`config.mk`:
```
export PLATFORM = sky130hd
export DESIGN_NAME = hybrid_task_scheduler_unit
export DESIGN_NICKNAME = d
export VERILOG_FILES = /design/src/sv/hts_pkg.sv /design/src/sv/hybrid_task_scheduler_unit.sv
export SDC_FILE = /design/constraint.sdc
export NUM_CORES = 1
export LEC_CHECK = 0
export BUFFER_PORTS_ARGS = -buffer_cell sky130_fd_sc_hd__buf_2
export CORE_MARGIN = 4
export CORE_UTILIZATION = 50
export DETAILED_ROUTE_END_ITERATION = 16
export GPL_ROUTABILITY_DRIVEN = 0
export GPL_TIMING_DRIVEN = 1
export PLACE_DENSITY = 0.66
export SYNTH_ARGS = -nofsm -noshare
export SYNTH_HDL_FRONTEND = slang
export SYNTH_SLANG_ARGS = --single-unit
```
`constraint.sdc`:
```
create_clock -name clk_i -period 12.21 [get_ports clk_i]
set_input_delay 1.221 -clock clk_i [delete_from_list [all_inputs] [get_ports clk_i]]
set_output_delay 1.221 -clock clk_i [all_outputs]
set_load 0.01 [all_outputs]
```
`src/sv/hts_pkg.sv`:
```
// Package for the hybrid task scheduler: request, result and error codes,
// sequencer state encoding, configuration indices, reset and limit constants. No dependencies.
package hts_pkg;

  typedef enum logic [1:0] {
    REQ_ADD      = 2'd0,
    REQ_DELETE   = 2'd1,
    REQ_TICK     = 2'd2,
    REQ_DISPATCH = 2'd3
  } req_e;

  typedef enum logic [1:0] {
    KIND_ADD  = 2'd0,
    KIND_DEL  = 2'd1,
    KIND_RUN  = 2'd2,
    KIND_DONE = 2'd3
  } kind_e;

  typedef enum logic [1:0] {
    ERR_NONE  = 2'd0,
    ERR_FULL  = 2'd1,
    ERR_EMPTY = 2'd2
  } err_e;

  typedef enum logic [3:0] {
    S_IDLE = 4'b0001,
    S_WALK = 4'b0010,
    S_DEL  = 4'b0100,
    S_FIN  = 4'b1000
  } state_e;

  typedef enum logic [1:0] {
    CFG_ERROR_HOLD    = 2'd0,
    CFG_REPORT_ENABLE = 2'd1
  } cfg_e;

  localparam logic [12:0] ErrorHoldReset = 13'd6000;
  localparam logic [7:0]  PendingMax     = 8'hff;

endpackage

```
`src/sv/hybrid_task_scheduler_unit.sv`:
```
// Hybrid time-triggered task scheduler: slot table, walk sequencer and a single
// shared increment/decrement unit. Depends on hts_pkg.
//
// One word is taken at a time; s_axis_tready is high only while the block is idle.
// A delete replies without a walk, an add walks to the first free slot and a tick
// or dispatch walks every slot; one slot is visited per cycle while the output
// register is free, and every counter update in the walk goes through the one
// shared 16-bit incrementer. Each result leaves through a one-word output register;
// the walk pauses while that register holds a word the sink has not taken. A tick
// gives one run word per due preemptive task then a done word; a dispatch gives one
// run word per pending cooperative task then a done word; add and delete give a
// single reply. The final word of each request carries tlast.
module hybrid_task_scheduler_unit
  import hts_pkg::*;
#(
  parameter int NUM_SLOTS = 8
) (
  input  logic        clk_i,
  input  logic        rst_ni,
  // request stream
  input  logic        s_axis_tvalid,
  output logic        s_axis_tready,
  // tdata: task_handle[15:0], task_arg[23:16], first_delay[39:24],
  //        run_period[55:40], cooperative[56], slot[59:57], zero[63:60]
  input  logic [63:0] s_axis_tdata,
  // tuser: req_type[1:0]
  input  logic [1:0]  s_axis_tuser,
  // result stream
  output logic        m_axis_tvalid,
  input  logic        m_axis_tready,
  // tdata: out_slot[3:0], out_handle[19:4], out_arg[27:20], ok[28],
  //        error_code[30:29], zero[31]
  output logic [31:0] m_axis_tdata,
  // tuser: kind[1:0]
  output logic [1:0]  m_axis_tuser,
  output logic        m_axis_tlast,
  // configuration writes
  input  logic        cfg_valid_i,
  output logic        cfg_ready_o,
  input  logic [1:0]  cfg_index_i,
  input  logic [15:0] cfg_data_i
);

  localparam int IdxW = (NUM_SLOTS > 1) ? $clog2(NUM_SLOTS) : 1;
  localparam logic [IdxW-1:0] LastIdx = IdxW'(NUM_SLOTS - 1);

  // slot table
  logic [NUM_SLOTS-1:0] used_q, used_d;
  logic [15:0] handle_q [NUM_SLOTS];
  logic [7:0]  arg_q    [NUM_SLOTS];
  logic [15:0] delay_q  [NUM_SLOTS];
  logic [15:0] period_q [NUM_SLOTS];
  logic        coop_q   [NUM_SLOTS];
  logic [7:0]  pend_q   [NUM_SLOTS];

  // latched request
  req_e        req_q, req_d;
  logic [15:0] rq_handle_q, rq_handle_d;
  logic [7:0]  rq_arg_q, rq_arg_d;
  logic [15:0] rq_delay_q, rq_delay_d;
  logic [15:0] rq_period_q, rq_period_d;
  logic        rq_coop_q, rq_coop_d;
  logic [2:0]  rq_slot_q, rq_slot_d;

  state_e          state_q, state_d;
  logic [IdxW-1:0] idx_q, idx_d;

  logic [1:0]  err_lat_q, err_lat_d;
  logic [1:0]  err_rep_q, err_rep_d;
  logic [12:0] hold_q, hold_d;
  logic [12:0] err_hold_q;
  logic        report_en_q;

  // output register
  logic        out_valid_q;
  logic [1:0]  out_kind_q, out_kind_d;
  logic [3:0]  out_slot_q, out_slot_d;
  logic [15:0] out_handle_q, out_handle_d;
  logic [7:0]  out_arg_q, out_arg_d;
  logic        out_ok_q, out_ok_d;
  logic [1:0]  out_err_q;
  logic        out_last_q, out_last_d;
  logic        out_load;
  logic        out_free;

  // table write strobes
  logic            add_we;
  logic            delay_we, pend_we;
  logic [15:0]     delay_wd;
  logic [7:0]      pend_wd;
  logic [IdxW-1:0] wr_idx;

  // shared incrementer
  logic [15:0] au_a, au_res;
  logic        au_inc;

  logic        cur_used, cur_coop;
  logic [15:0] cur_delay, cur_period;
  logic [7:0]  cur_pend;
  logic [15:0] cur_handle;
  logic [7:0]  cur_arg;
  logic        last_idx;

  logic [5:0]      del_slot;
  logic            del_in_range;
  logic [IdxW-1:0] del_idx;

  assign au_res = au_a + (au_inc ? 16'h0001 : 16'hffff);

  assign cur_used   = used_q[idx_q];
  assign cur_coop   = coop_q[idx_q];
  assign cur_delay  = delay_q[idx_q];
  assign cur_period = period_q[idx_q];
  assign cur_pend   = pend_q[idx_q];
  assign cur_handle = handle_q[idx_q];
  assign cur_arg    = arg_q[idx_q];
  assign last_idx   = (idx_q == LastIdx);

  assign del_slot     = {3'b000, rq_slot_q};
  assign del_in_range = (del_slot < 6'(NUM_SLOTS));
  assign del_idx      = IdxW'(del_slot);

  assign out_free      = !out_valid_q || m_axis_tready;
  assign s_axis_tready = (state_q == S_IDLE);
  assign cfg_ready_o   = 1'b1;

  assign m_axis_tvalid = out_valid_q;
  assign m_axis_tuser  = out_kind_q;
  assign m_axis_tlast  = out_last_q;
  assign m_axis_tdata  = {1'b0, out_err_q, out_ok_q, out_arg_q, out_handle_q, out_slot_q};

  always_comb begin
    state_d     = state_q;
    idx_d       = idx_q;
    req_d       = req_q;
    rq_handle_d = rq_handle_q;
    rq_arg_d    = rq_arg_q;
    rq_delay_d  = rq_delay_q;
    rq_period_d = rq_period_q;
    rq_coop_d   = rq_coop_q;
    rq_slot_d   = rq_slot_q;
    used_d      = used_q;
    err_lat_d   = err_lat_q;
    err_rep_d   = err_rep_q;
    hold_d      = hold_q;
    add_we      = 1'b0;
    delay_we    = 1'b0;
    pend_we     = 1'b0;
    delay_wd    = au_res;
    pend_wd     = au_res[7:0];
    wr_idx      = idx_q;
    au_a        = 16'd0;
    au_inc      = 1'b0;
    out_load    = 1'b0;
    out_kind_d  = KIND_DONE;
    out_slot_d  = 4'd0;
    out_handle_d = 16'd0;
    out_arg_d   = 8'd0;
    out_ok_d    = 1'b0;
    out_last_d  = 1'b1;

    case (state_q)
      S_IDLE: begin
        if (s_axis_tvalid) begin
          req_d       = req_e'(s_axis_tuser);
          rq_handle_d = s_axis_tdata[15:0];
          rq_arg_d    = s_axis_tdata[23:16];
          rq_delay_d  = s_axis_tdata[39:24];
          rq_period_d = s_axis_tdata[55:40];
          rq_coop_d   = s_axis_tdata[56];
          rq_slot_d   = s_axis_tdata[59:57];
          idx_d       = '0;
          state_d     = (req_e'(s_axis_tuser) == REQ_DELETE) ? S_DEL : S_WALK;
        end
      end

      S_DEL: begin
        if (out_free) begin
          out_load   = 1'b1;
          out_kind_d = KIND_DEL;
          out_slot_d = {1'b0, rq_slot_q};
          out_ok_d   = del_in_range && used_q[del_idx];
          if (!(del_in_range && used_q[del_idx])) err_lat_d = ERR_EMPTY;
          if (del_in_range) used_d[del_idx] = 1'b0;
          state_d = S_IDLE;
        end
      end

      S_WALK: begin
        if (out_free) begin
          case (req_q)
            REQ_ADD: begin
              if (!cur_used) begin
                add_we         = 1'b1;
                used_d[idx_q]  = 1'b1;
                out_load       = 1'b1;
                out_kind_d     = KIND_ADD;
                out_slot_d     = 4'(idx_q);
                out_ok_d       = 1'b1;
                state_d        = S_IDLE;
              end else if (last_idx) begin
                err_lat_d  = ERR_FULL;
                out_load   = 1'b1;
                out_kind_d = KIND_ADD;
                out_slot_d = 4'(NUM_SLOTS);
                state_d    = S_IDLE;
              end else begin
                idx_d = idx_q + 1'b1;
              end
            end

            REQ_TICK: begin
              if (cur_used) begin
                if (cur_delay != 16'd0) begin
                  au_a     = cur_delay;
                  delay_we = 1'b1;
                end else begin
                  if (cur_coop) begin
                    if (cur_pend != PendingMax) begin
                      au_a    = {8'd0, cur_pend};
                      au_inc  = 1'b1;
                      pend_we = 1'b1;
                    end
                  end else begin
                    out_load     = 1'b1;
                    out_kind_d   = KIND_RUN;
                    out_slot_d   = 4'(idx_q);
                    out_handle_d = cur_handle;
                    out_arg_d    = cur_arg;
                    out_last_d   = 1'b0;
                    if (cur_period == 16'd0) used_d[idx_q] = 1'b0;
                  end
                  if (cur_period != 16'd0) begin
                    delay_we = 1'b1;
                    delay_wd = cur_period;
                  end
                end
              end
              if (last_idx) state_d = S_FIN;
              else idx_d = idx_q + 1'b1;
            end

            default: begin
              // dispatch
              if (cur_used && cur_coop && (cur_pend != 8'd0)) begin
                au_a         = {8'd0, cur_pend};
                pend_we      = 1'b1;
                out_load     = 1'b1;
                out_kind_d   = KIND_RUN;
                out_slot_d   = 4'(idx_q);
                out_handle_d = cur_handle;
                out_arg_d    = cur_arg;
                out_last_d   = 1'b0;
                if ((cur_period == 16'd0) && (cur_pend == 8'd1)) used_d[idx_q] = 1'b0;
              end
              if (last_idx) state_d = S_FIN;
              else idx_d = idx_q + 1'b1;
            end
          endcase
        end
      end

      S_FIN: begin
        if (out_free) begin
          if ((req_q == REQ_DISPATCH) && report_en_q) begin
            if (err_lat_q != err_rep_q) begin
              err_rep_d = err_lat_q;
              hold_d    = (err_lat_q != ERR_NONE) ? err_hold_q : 13'd0;
            end else if (hold_q != 13'd0) begin
              au_a   = {3'd0, hold_q};
              hold_d = au_res[12:0];
              if (hold_q == 13'd1) err_lat_d = ERR_NONE;
            end
          end
          out_load = 1'b1;
          state_d  = S_IDLE;
        end
      end

      default: begin
        state_d = S_IDLE;
      end
    endcase
  end

  always_ff @(posedge clk_i or negedge rst_ni) begin
    if (!rst_ni) begin
      state_q     <= S_IDLE;
      idx_q       <= '0;
      used_q      <= '0;
      err_lat_q   <= ERR_NONE;
      err_rep_q   <= ERR_NONE;
      hold_q      <= 13'd0;
      err_hold_q  <= ErrorHoldReset;
      report_en_q <= 1'b1;
      out_valid_q <= 1'b0;
    end else begin
      state_q   <= state_d;
      idx_q     <= idx_d;
      used_q    <= used_d;
      err_lat_q <= err_lat_d;
      err_rep_q <= err_rep_d;
      hold_q    <= hold_d;
      if (cfg_valid_i) begin
        if (cfg_index_i == CFG_ERROR_HOLD) err_hold_q <= cfg_data_i[12:0];
        if (cfg_index_i == CFG_REPORT_ENABLE) report_en_q <= cfg_data_i[0];
      end
      if (out_load) out_valid_q <= 1'b1;
      else if (m_axis_tready) out_valid_q <= 1'b0;
    end
  end

  // payload registers, no reset
  always_ff @(posedge clk_i) begin
    req_q       <= req_d;
    rq_handle_q <= rq_handle_d;
    rq_arg_q    <= rq_arg_d;
    rq_delay_q  <= rq_delay_d;
    rq_period_q <= rq_period_d;
    rq_coop_q   <= rq_coop_d;
    rq_slot_q   <= rq_slot_d;
    if (add_we) begin
      handle_q[wr_idx] <= rq_handle_q;
      arg_q[wr_idx]    <= rq_arg_q;
      delay_q[wr_idx]  <= rq_delay_q;
      period_q[wr_idx] <= rq_period_q;
      coop_q[wr_idx]   <= rq_coop_q;
      pend_q[wr_idx]   <= 8'd0;
    end else begin
      if (delay_we) delay_q[wr_idx] <= delay_wd;
      if (pend_we) pend_q[wr_idx] <= pend_wd;
    end
    if (out_load) begin
      out_kind_q   <= out_kind_d;
      out_slot_q   <= out_slot_d;
      out_handle_q <= out_handle_d;
      out_arg_q    <= out_arg_d;
      out_ok_q     <= out_ok_d;
      out_last_q   <= out_last_d;
      // error field reflects the latch after this step's update, or none if reporting is off
      out_err_q    <= report_en_q ? err_lat_d : ERR_NONE;
    end
  end

endmodule
```
Word-level counts from Yosys, hierarchy flattened
Memories as Yosys holds them, arrays and structs flattened.
Index checks and enable logic that the tools add are counted.

operators by class
  add/subtract/negate cells = 2
  order comparisons = 5
  eq/ne operators = 28
  multiplexer cells = 148
  bitwise operators = 7
  reductions and logical operators = 31

operators with widths
  operator                                                               number
  16-bit two-way mux                                                     15
  8-bit two-way mux                                                      18
  16-bit case mux with 2 select lines                                    3
  13-bit two-way mux                                                     7
  1-bit two-way mux                                                      50
  8-bit case mux with 2 select lines                                     3
  4-bit two-way mux                                                      10
  3-bit two-way mux                                                      11
  16-bit nonzero test                                                    2
  2-bit two-way mux                                                      15
  3-bit inequality test (second input constant)                          8
  16-bit adder                                                           1
  8-bit AND                                                              2
  16-bit logical NOT                                                     1
  8-bit NOT                                                              2
  4-bit case mux with 2 select lines                                     2
  13-bit by 1-bit == test with 1-bit output (second input constant)      1
  13-bit nonzero test                                                    1
  3-bit by 4-bit < comparator with 1-bit output (second input constant)  3
  4-bit case mux with 3 select lines                                     1
  4-bit AND reduction                                                    3
  11-bit AND reduction                                                   1
  1-bit case mux with 2 select lines                                     5
  2-bit nonzero test                                                     5
  30 further kinds                                                       51

storage, ports and cells
  register bits = 143
  memory bits (writable) = 520
  input port bits = 89
  output and inout port bits = 38
  logic and storage cells = 250
  memories = 6

memories
  memory    words  bits a word  rd ports  clocked after memory_dff  wr ports  line                              text
  delay_q   8      16           1         0                         1         hybrid_task_scheduler_unit.sv:51  logic [15:0] delay_q [NUM_SLOTS];
  handle_q  8      16           1         0                         1         hybrid_task_scheduler_unit.sv:49  logic [15:0] handle_q [NUM_SLOTS];
  period_q  8      16           1         0                         1         hybrid_task_scheduler_unit.sv:52  logic [15:0] period_q [NUM_SLOTS];
  arg_q     8      8            1         0                         1         hybrid_task_scheduler_unit.sv:50  logic [7:0] arg_q [NUM_SLOTS];
  pend_q    8      8            1         0                         1         hybrid_task_scheduler_unit.sv:54  logic [7:0] pend_q [NUM_SLOTS];
  coop_q    8      1            1         0                         1         hybrid_task_scheduler_unit.sv:53  logic coop_q [NUM_SLOTS];

Depth between registers and ports, before layout
Gate-level depths: netlist (run 1).
An unclocked memory read counts as a cell.

  depth in word-level cells = 18
  depth in mapped cells = 26
  gate-level depth less buffers = 21

Worst setup path after synthesis (run 1)
No wires, ideal clock.

  kind = register to register
  from = register idx_q[1]
  to = memory delay_q[0][14] (data pin)
  data arrival time = 4.852 ns
  required time = 11.945 ns
  path slack = 7.093 ns
  stages on the path, launching flop included = 24
  buffers on the path = 4
  path through = dfrtp_1 -> buf_2 -> buf_4 -> buf_4 -> mux2_2 -> a22oi_1 -> o21ai_0 -> nor2_1 -> clkbuf_1 -> nor4b_1 -> or2_2 -> a21oi_1 -> o21ai_0 -> ha_1 -> nor2b_1 -> o21ai_0 -> a21oi_1 -> o21ai_0 -> a21boi_0 -> o2111ai_1 -> a311oi_1 -> nor4_1 -> a311oi_1 -> o21ai_0

between the ends
  word-level cells in the longest chain between the ends = 18
  elaborated cells on any way between the ends = 49
  those cells by class = 1 x add/sub; 1 x eq/ne; 38 x mux; 5 x reduce/logical; 4 x memory

ends and longest elaborated chain
  element                                                line                               text
  start: declaration                                     hybrid_task_scheduler_unit.sv:66   logic [IdxW-1:0] idx_q, idx_d;
  start signal: assignment                               hybrid_task_scheduler_unit.sv:299  idx_q <= idx_d;
  branches (longest 17 deep; another with 16-bit adder)  n/a
  16-bit two-way mux (no line) (*)                       n/a
  end: declaration                                       hybrid_task_scheduler_unit.sv:51

Every way passes the cells marked *. The select of a mux whose other input is x is not followed.

Final worst setup path (run 1)
  from = register idx_q[2]
  to = memory delay_q[7][14] (data pin)

Same word-level chain as after synthesis.

==> results.sh, run 1 <==
export IMPL_share_clk_of_total_power_pct=32.1
export IMPL_n_antenna_cell=0
export IMPL_final_nets=1937
export IMPL_min_period_over_period_pct=61.55
export IMPL_critical_path_arrival_ns=7.79
export IMPL_routed_via_density=6.264
export IMPL_clock_sinks=663
export IMPL_crit_path_max_incr_delay_ns=0.74
export IMPL_switching_share_pct=31.36
export IMPL_cpMostUsedCell="o21ai_0"
export IMPL_synthFlopType="edfxtp_1"
export IMPL_dr_total_vias=16190
export IMPL_period_minus_slack_ns=7.515
export IMPL_cts_buffers=70
export IMPL_fillers=4096
export IMPL_ios=127
export IMPL_syn_inst=1699
export IMPL_multi_input_area_um2=7103
export IMPL_critPathLaunchType="flop"
export IMPL_area_growth_pct=13.55
export IMPL_yosysMostFrequentCell="edfxtp_1"
export IMPL_core_area_um2=53920
export IMPL_setup_viol=0
export IMPL_regArea_um2=19690
export IMPL_vdd_drop_max_v=0.0001374
export IMPL_p_int_uw=4496
export IMPL_wl_per_cell_um=26.05
export IMPL_syn_avg_cell_area_um2=16.05
export IMPL_placed_cells=2455
export IMPL_ant_nets=0
export IMPL_stdcell_count=2584
export IMPL_cts_hold_fix_buffers=0
export IMPL_crit_slowest_cell="o21ai_0"
export IMPL_pwr_share_comb_pct=23.7
export IMPL_die_w_um=241.5
export IMPL_synth_fp_nets=1805
export IMPL_reg2regPathDepth=20
export IMPL_synth_top_cell_by_area="edfxtp_1"
export IMPL_synth_commonest_cells="edfxtp_1 (616), nand2_1 (105), nor2_1 (93)"
export IMPL_synth_seq_area_share_pct=72.21
export IMPL_min_delay_path_depth=1
export IMPL_finalClockSkew_ns=0.03390
export IMPL_critPathMaxFanout=46
export IMPL_cts_resized_gates=0
export IMPL_cp_cell_sequence="buf_4 > inv_1 > buf_4 > mux2i_1 > nor2b_1 > o2111ai_1 > nor2_1 > and3_1 > nand2_1 > ha_1 > nor2b_1 > o21ai_0 > a21oi_1 > o21ai_0 > a21boi_0 > o2111ai_1 > a311oi_1 > nor4_1 > a311oi_1 > o21ai_0"
export IMPL_drt_iter0_markers=1510
export IMPL_die_y_um=241.5
export IMPL_clk_latency_ns=0.63
export IMPL_row_count=85
export IMPL_worst_endpoint_required_ns=12.49
export IMPL_grt_start_max_net_pins=58
export IMPL_timing_hold_ws_ns=0.5146
export IMPL_drt_pass1_iter_count=5
export IMPL_cp_top_family="compound AO/OA/AOI/OAI gates"
export IMPL_netlist_top_cells_area="edfxtp_1 (68%), mux4_2 (4.6%), dfrtp_1 (3.5%), mux2_2 (2.1%), a22oi_1 (1.5%)"
export IMPL_synth_seq_cells=663
export IMPL_grt_pass1_vias=16300
export IMPL_worstSetupStartpoint="idx_q[2]"
export IMPL_min_delay_start="err_hold_q[7]"
export IMPL_post_synth_top_area_fraction_pct=67.85
export IMPL_drv_cap=0
export IMPL_grt_total_usage_pct=22.78
export IMPL_clock_fmax_ghz=0.1331
export IMPL_cts_tree="done"
export IMPL_syn_area_um2=27260
export IMPL_place_ws_ns=4.907
export IMPL_grt_remaining_overflow=0
export IMPL_power_switching_uw=2054
export IMPL_status="completed"
export IMPL_drc=0
export IMPL_yosysWarningCount=0
export IMPL_timing_rr_end="delay_q[7][14]"
export IMPL_setup_slack_ns=4.695
export IMPL_grt_pass1_wl_um=101200
export IMPL_wirelength_um=67310
export IMPL_antenna_found_initial=0
export IMPL_post_cts_buffers=0
export IMPL_power_density_nw_per_um2=211.6
export IMPL_worst_path_buf_inv=3
export IMPL_seq_power_share_pct=44.2
export IMPL_clkTransAtPathRegs_ns=0.05
export IMPL_reg2reg_setup_slack_ns=4.69
export IMPL_drv_slew=0
export IMPL_ys_async_sr_fraction_pct=7.089
export IMPL_htree_levels=3
export IMPL_tightest_slew_ns=1.160
export IMPL_fin_tns_setup_ns=0
export IMPL_hold_violations=0
export IMPL_end_kind="flop"
export IMPL_r2r_start="idx_q[2]"
export IMPL_dieArea_um2=58320
export IMPL_synth_edf_count=616
export IMPL_start_util_pct=50.56
export IMPL_slew_headroom_pct=22.47
export IMPL_min_to="err_hold_q[7]"
export IMPL_critPathKind="reg2reg"
export IMPL_layout_drive_gt1_share_pct=22.14
export IMPL_cts_buffer_depth=3
export IMPL_clock_root_buffer="clkbuf_16"
export IMPL_port_buffers=117
export IMPL_rsz0062_at_grt="false"
export IMPL_holdCritPathClass="reg2reg"
export IMPL_power_leakage_uw=0.01025
export IMPL_ys_types=83
export IMPL_dpl_hpwl_um=40620
[sequential cells by signal, summed over array words and instances (netlist names), 4 cells and up, named ones only]
signal,cells
arg_q,64
coop_q,8
delay_q,128
err_hold_q,13
handle_q,128
hold_q,13
out_arg_q,8
out_handle_q,16
out_slot_q,4
pend_q,64
period_q,128
rq_arg_q,8
rq_delay_q,16
rq_handle_q,16
rq_period_q,16
state_q,4
[cell type report]
cell class / instances / share of cell area [%]
sequential: 663 / 63.62
multi-input combinational: 918 / 22.95
clock buffer: 84 / 5.861
timing repair buffer: 158 / 2.886
tap: 696 / 2.813
clock inverter: 45 / 1.629
inverter: 20 / 0.2466
[metal layers]
layer | vias to the layer above | wire length, um | share of wire (%) | track usage, %
li1 | 7088 | - | - | -
met5 | - | 0 | 0 | 0
met2 | 779 | 32340 | 48 | 36.81
met4 | 0 | 2343 | 3.5 | 8.656
met3 | 148 | 5579 | 8.3 | 4.631
met1 | 8172 | 27050 | 40 | 30.95
[kinds of logic (layout without fill, tap and decap cells)]
kind of cell	after synthesis	count (layout)	share of synthesized area [%]
buffers and inverters	118	307	2.134
xor gates and xnor gates	13	13	0.4177
and+or+nand+nor	360	360	6.439
AOI/OAI and AO/OA	383	383	9.909
DFF	663	663	72.21
other	2	2	0.02755
adders and majority gates	17	17	0.8078
muxes	143	143	8.055
[worst max-delay path by stage]
| stage | slack (ns) | cells after the start | to |
|---|---|---|---|
| after detailed placement | 4.91 | 20 | delay_q[0][14] |
| after global placement | 4.97 | 20 | delay_q[2][14] |
| after floorplan | 7.09 | 23 | delay_q[0][14] |
| after CTS | 4.85 | 20 | delay_q[7][14] |
| after global routing | 4.27 | 20 | delay_q[7][14] |
| final | 4.69 | 20 | delay_q[7][14] |
[through the flow]
| stage | instance area [um^2] | power [uW] | utilization, % |
|---|---|---|---|
| 5_1_grt | 30960 | 6813 | 57.41 |
| 3_5_place_dp | 28640 | 4477 | 53.11 |
| 6_report | 30960 | 6550 | 57.41 |
| 3_3_place_gp | 28640 | 4443 | 53.11 |
| 2_1_floorplan | 27260 | 3944 | - |
| 4_1_cts | 30960 | 6577 | 57.41 |
[placed cells by master (no fill, tap or decap), drive strengths merged, types with 14 or more instances in the layout]
| cell | count |
|---|---|
| mux2 | 51 |
| mux4 | 56 |
| a31oi | 37 |
| clkbuf | 84 |
| buf | 158 |
| dfrtp | 38 |
| a22o | 27 |
| a221oi | 36 |
| clkinv | 36 |
| ha | 16 |
| nand2 | 105 |
| mux2i | 36 |
| inv | 20 |
| o21ai | 76 |
| a21oi | 52 |
| a22oi | 55 |
| o31ai | 14 |
| nor3 | 35 |
| nor2 | 94 |
| nand3 | 34 |
| edfxtp | 616 |
[power by group through the flow]
stage / sequential (uW) / clock (uW) / combinational (uW)
2_1_floorplan: 2870 / 0 / 1070
3_3_place_gp: 2930 / 0 / 1510
3_5_place_dp: 2940 / 0 / 1540
4_1_cts: 2900 / 2140 / 1540
5_1_grt: 2920 / 2230 / 1660
6_report: 2900 / 2100 / 1550
No activity file was read; power rests on OpenSTA's default activity.
==> inputs of run 2 (changes only) <==
Clock period 12.21 ns to 7.3 ns, I/O delays scaled along.
==> run 2 against run 1 <==
Maximum frequency increased by 11%. Sequential share of layout area decreased by 0.31 points. Die area unchanged. First-iteration DRC count decreased by 6.0%. Non-clock buffer count increased by 17. Via count increased by 0.88%. Largest power group unchanged.
==> results.sh, run 2 (synthesis results as in run 1) <==
export IMPL_status="completed"
export IMPL_grt_start_max_net_pins=76
export IMPL_timing_hold_ws_ns=0.2426
export IMPL_core_area_um2=53920
export IMPL_slew_headroom_pct=19.25
export IMPL_reg_top3="delay_q x128, handle_q x128, period_q x128"
export IMPL_end_kind="flop"
export IMPL_rsz0062_at_grt="false"
export IMPL_n_antenna_cell=0
export IMPL_drv_cap=0
export IMPL_crit_slowest_cell="dfrtp_4"
export IMPL_clock_sinks=663
export IMPL_utilization_pct=57.69
export IMPL_grt_pass1_wl_um=102400
export IMPL_cp_top_family="compound AO/OA/AOI/OAI gates"
export IMPL_pwr_share_comb_pct=23.3
export IMPL_die_w_um=241.5
export IMPL_clk_latency_ns=0.62
export IMPL_start_util_pct=50.56
export IMPL_drt_iter0_markers=1420
export IMPL_dpl_hpwl_um=42570
export IMPL_share_clk_of_total_power_pct=32.2
export IMPL_holdCritPathClass="in2async"
export IMPL_critical_path_arrival_ns=7.07
export IMPL_switching_share_pct=30.98
export IMPL_vdd_drop_max_v=0.0002279
export IMPL_placed_cells=2472
export IMPL_layout_drive_gt1_share_pct=22.61
export IMPL_dr_total_vias=16330
export IMPL_grt_total_usage_pct=23.00
export IMPL_antenna_found_initial=1
export IMPL_power_switching_uw=3423
export IMPL_final_nets=1954
export IMPL_regArea_um2=19690
export IMPL_power_density_nw_per_um2=355.1
export IMPL_grt_pass1_vias=16340
export IMPL_critPathKind="reg2reg"
export IMPL_fin_tns_setup_ns=0
export IMPL_highest_layer="met5"
export IMPL_layout_common_cells="edfxtp_1 (616), buf_2 (117), nand2_1 (105), nor2_1 (84), clkbuf_16 (71)"
export IMPL_finalClockSkew_ns=0.03046
export IMPL_stdcell_count=2598
export IMPL_tightest_slew_ns=1.208
export IMPL_seq_power_share_pct=44.5
export IMPL_port_buffers=117
export IMPL_wl_met1_um=27850
export IMPL_power_leakage_uw=0.01034
export IMPL_row_count=85
export IMPL_cts_tree="done"
export IMPL_grt_remaining_overflow=0
export IMPL_ios=127
export IMPL_period_minus_slack_ns=6.742
export IMPL_htree_levels=3
export IMPL_cts_buffer_depth=3
export IMPL_wl_met2_um=32140
export IMPL_cts_buffers=70
export IMPL_routed_via_density=6.285
export IMPL_cp_cell_sequence="nor2b_1 > a22oi_1 > o21ai_0 > nor2_1 > buf_4 > nor2_1 > nand2_1 > a21oi_1 > a21oi_1 > o21ai_0 > ha_1 > nor2b_1 > o21ai_0 > a21oi_1 > o21ai_0 > a21boi_0 > o2111ai_1 > nand3b_1 > xor2_1 > mux2i_1 > o21ai_1"
export IMPL_setup_viol=0
export IMPL_p_int_uw=7624
export IMPL_worst_path_buf_inv=1
export IMPL_critPathLaunchType="flop"
export IMPL_drc=0
export IMPL_worst_endpoint_required_ns=7.63
export IMPL_clkTransAtPathRegs_ns=0.06
export IMPL_drt_pass1_iter_count=5
export IMPL_area_growth_pct=14.10
export IMPL_dieArea_um2=58320
export IMPL_min_period_over_period_pct=92.36
export IMPL_drv_slew=0
export IMPL_final_common_cell="edfxtp_1"
export IMPL_clock_root_buffer="clkbuf_16"
export IMPL_cts_hold_fix_buffers=0
export IMPL_worstSetupStartpoint="idx_q[1]"
export IMPL_wirelength_um=67660
export IMPL_wl_met3_um=4846
export IMPL_hold_violations=0
export IMPL_wl_per_cell_um=26.04
export IMPL_ant_nets=0
export IMPL_cpMostUsedCell="o21ai_0"
export IMPL_r2r_start="idx_q[1]"
export IMPL_multi_input_area_um2=7103
export IMPL_fillers=4090
export IMPL_crit_path_max_incr_delay_ns=1.07
export IMPL_clock_fmax_ghz=0.1483
export IMPL_die_y_um=241.5
export IMPL_critPathMaxFanout=75
run 2: what timing repair did:
item / CTS / global route
buffers inserted: 0 / 0
resized for setup: 0 / 1
endpoints found under the setup margin: 0 / 8
run 2: final timing paths:
path / to / slack [ns] / depth (start not counted)
worst max register to register: delay_q[0][10] / 0.56 / 21
worst min register to register: err_hold_q[2] / 0.52 / 1
worst min-delay path: err_hold_q[3] / 0.24 / 2
min in group clk_i: rq_arg_q[5] / 0.28 / 1
worst max-delay path: delay_q[0][10] / 0.56 / 21
max in group asynchronous: idx_q[0] / 6.55 / 2
run 2: worst reg2reg max path: stages (launching register included):
cell	delay, ns
dfrtp_4	1.07
nor2b_1	0.50
a22oi_1	0.12
o21ai_0	0.51
nor2_1	0.19
buf_4	0.24
nor2_1	0.21
nand2_1	0.26
a21oi_1	0.41
a21oi_1	0.08
o21ai_0	0.17
ha_1	0.33
nor2b_1	0.16
o21ai_0	0.26
a21oi_1	0.13
o21ai_0	0.25
a21boi_0	0.17
o2111ai_1	0.34
nand3b_1	0.14
xor2_1	0.35
mux2i_1	0.12
o21ai_1	0.45
run 2: power by group through the flow:
stage          Clock (uW)  Sequential, uW  Combinational [uW]
3_5_place_dp            0            4990                2540
2_1_floorplan           0            4800                1800
6_report             3560            4920                2570
4_1_cts              3620            4910                2550
5_1_grt              3790            4950                2760
3_3_place_gp            0            4970                2500
run 2: cell type report:
type / count / share of cell area (%)
Inverter: 20 / 0.2454
Sequential cell: 663 / 63.31
Clock inverter: 36 / 1.488
Clock buffer: 90 / 6.038
Multi-Input combinational cell: 918 / 22.83
Tap cell: 696 / 2.800
Timing Repair Buffer: 175 / 3.282
run 2: per-stage QoR:
step	power, uW	cell area, um^2	worst slack, ns
2_1_floorplan	6597	27260	2.183
3_3_place_gp	7475	28770	0.7267
3_5_place_dp	7523	28770	0.5137
4_1_cts	11090	31110	0.4956
5_1_grt	11510	31110	0.1087
6_report	11050	31110	0.5576
run 2: layer usage:
metal	vias to the layer above	track usage, %
li1	7134	-
met1	8273	31.35
met2	743	36.81
met3	177	4.520
met4	2	9.527
met5	-	0
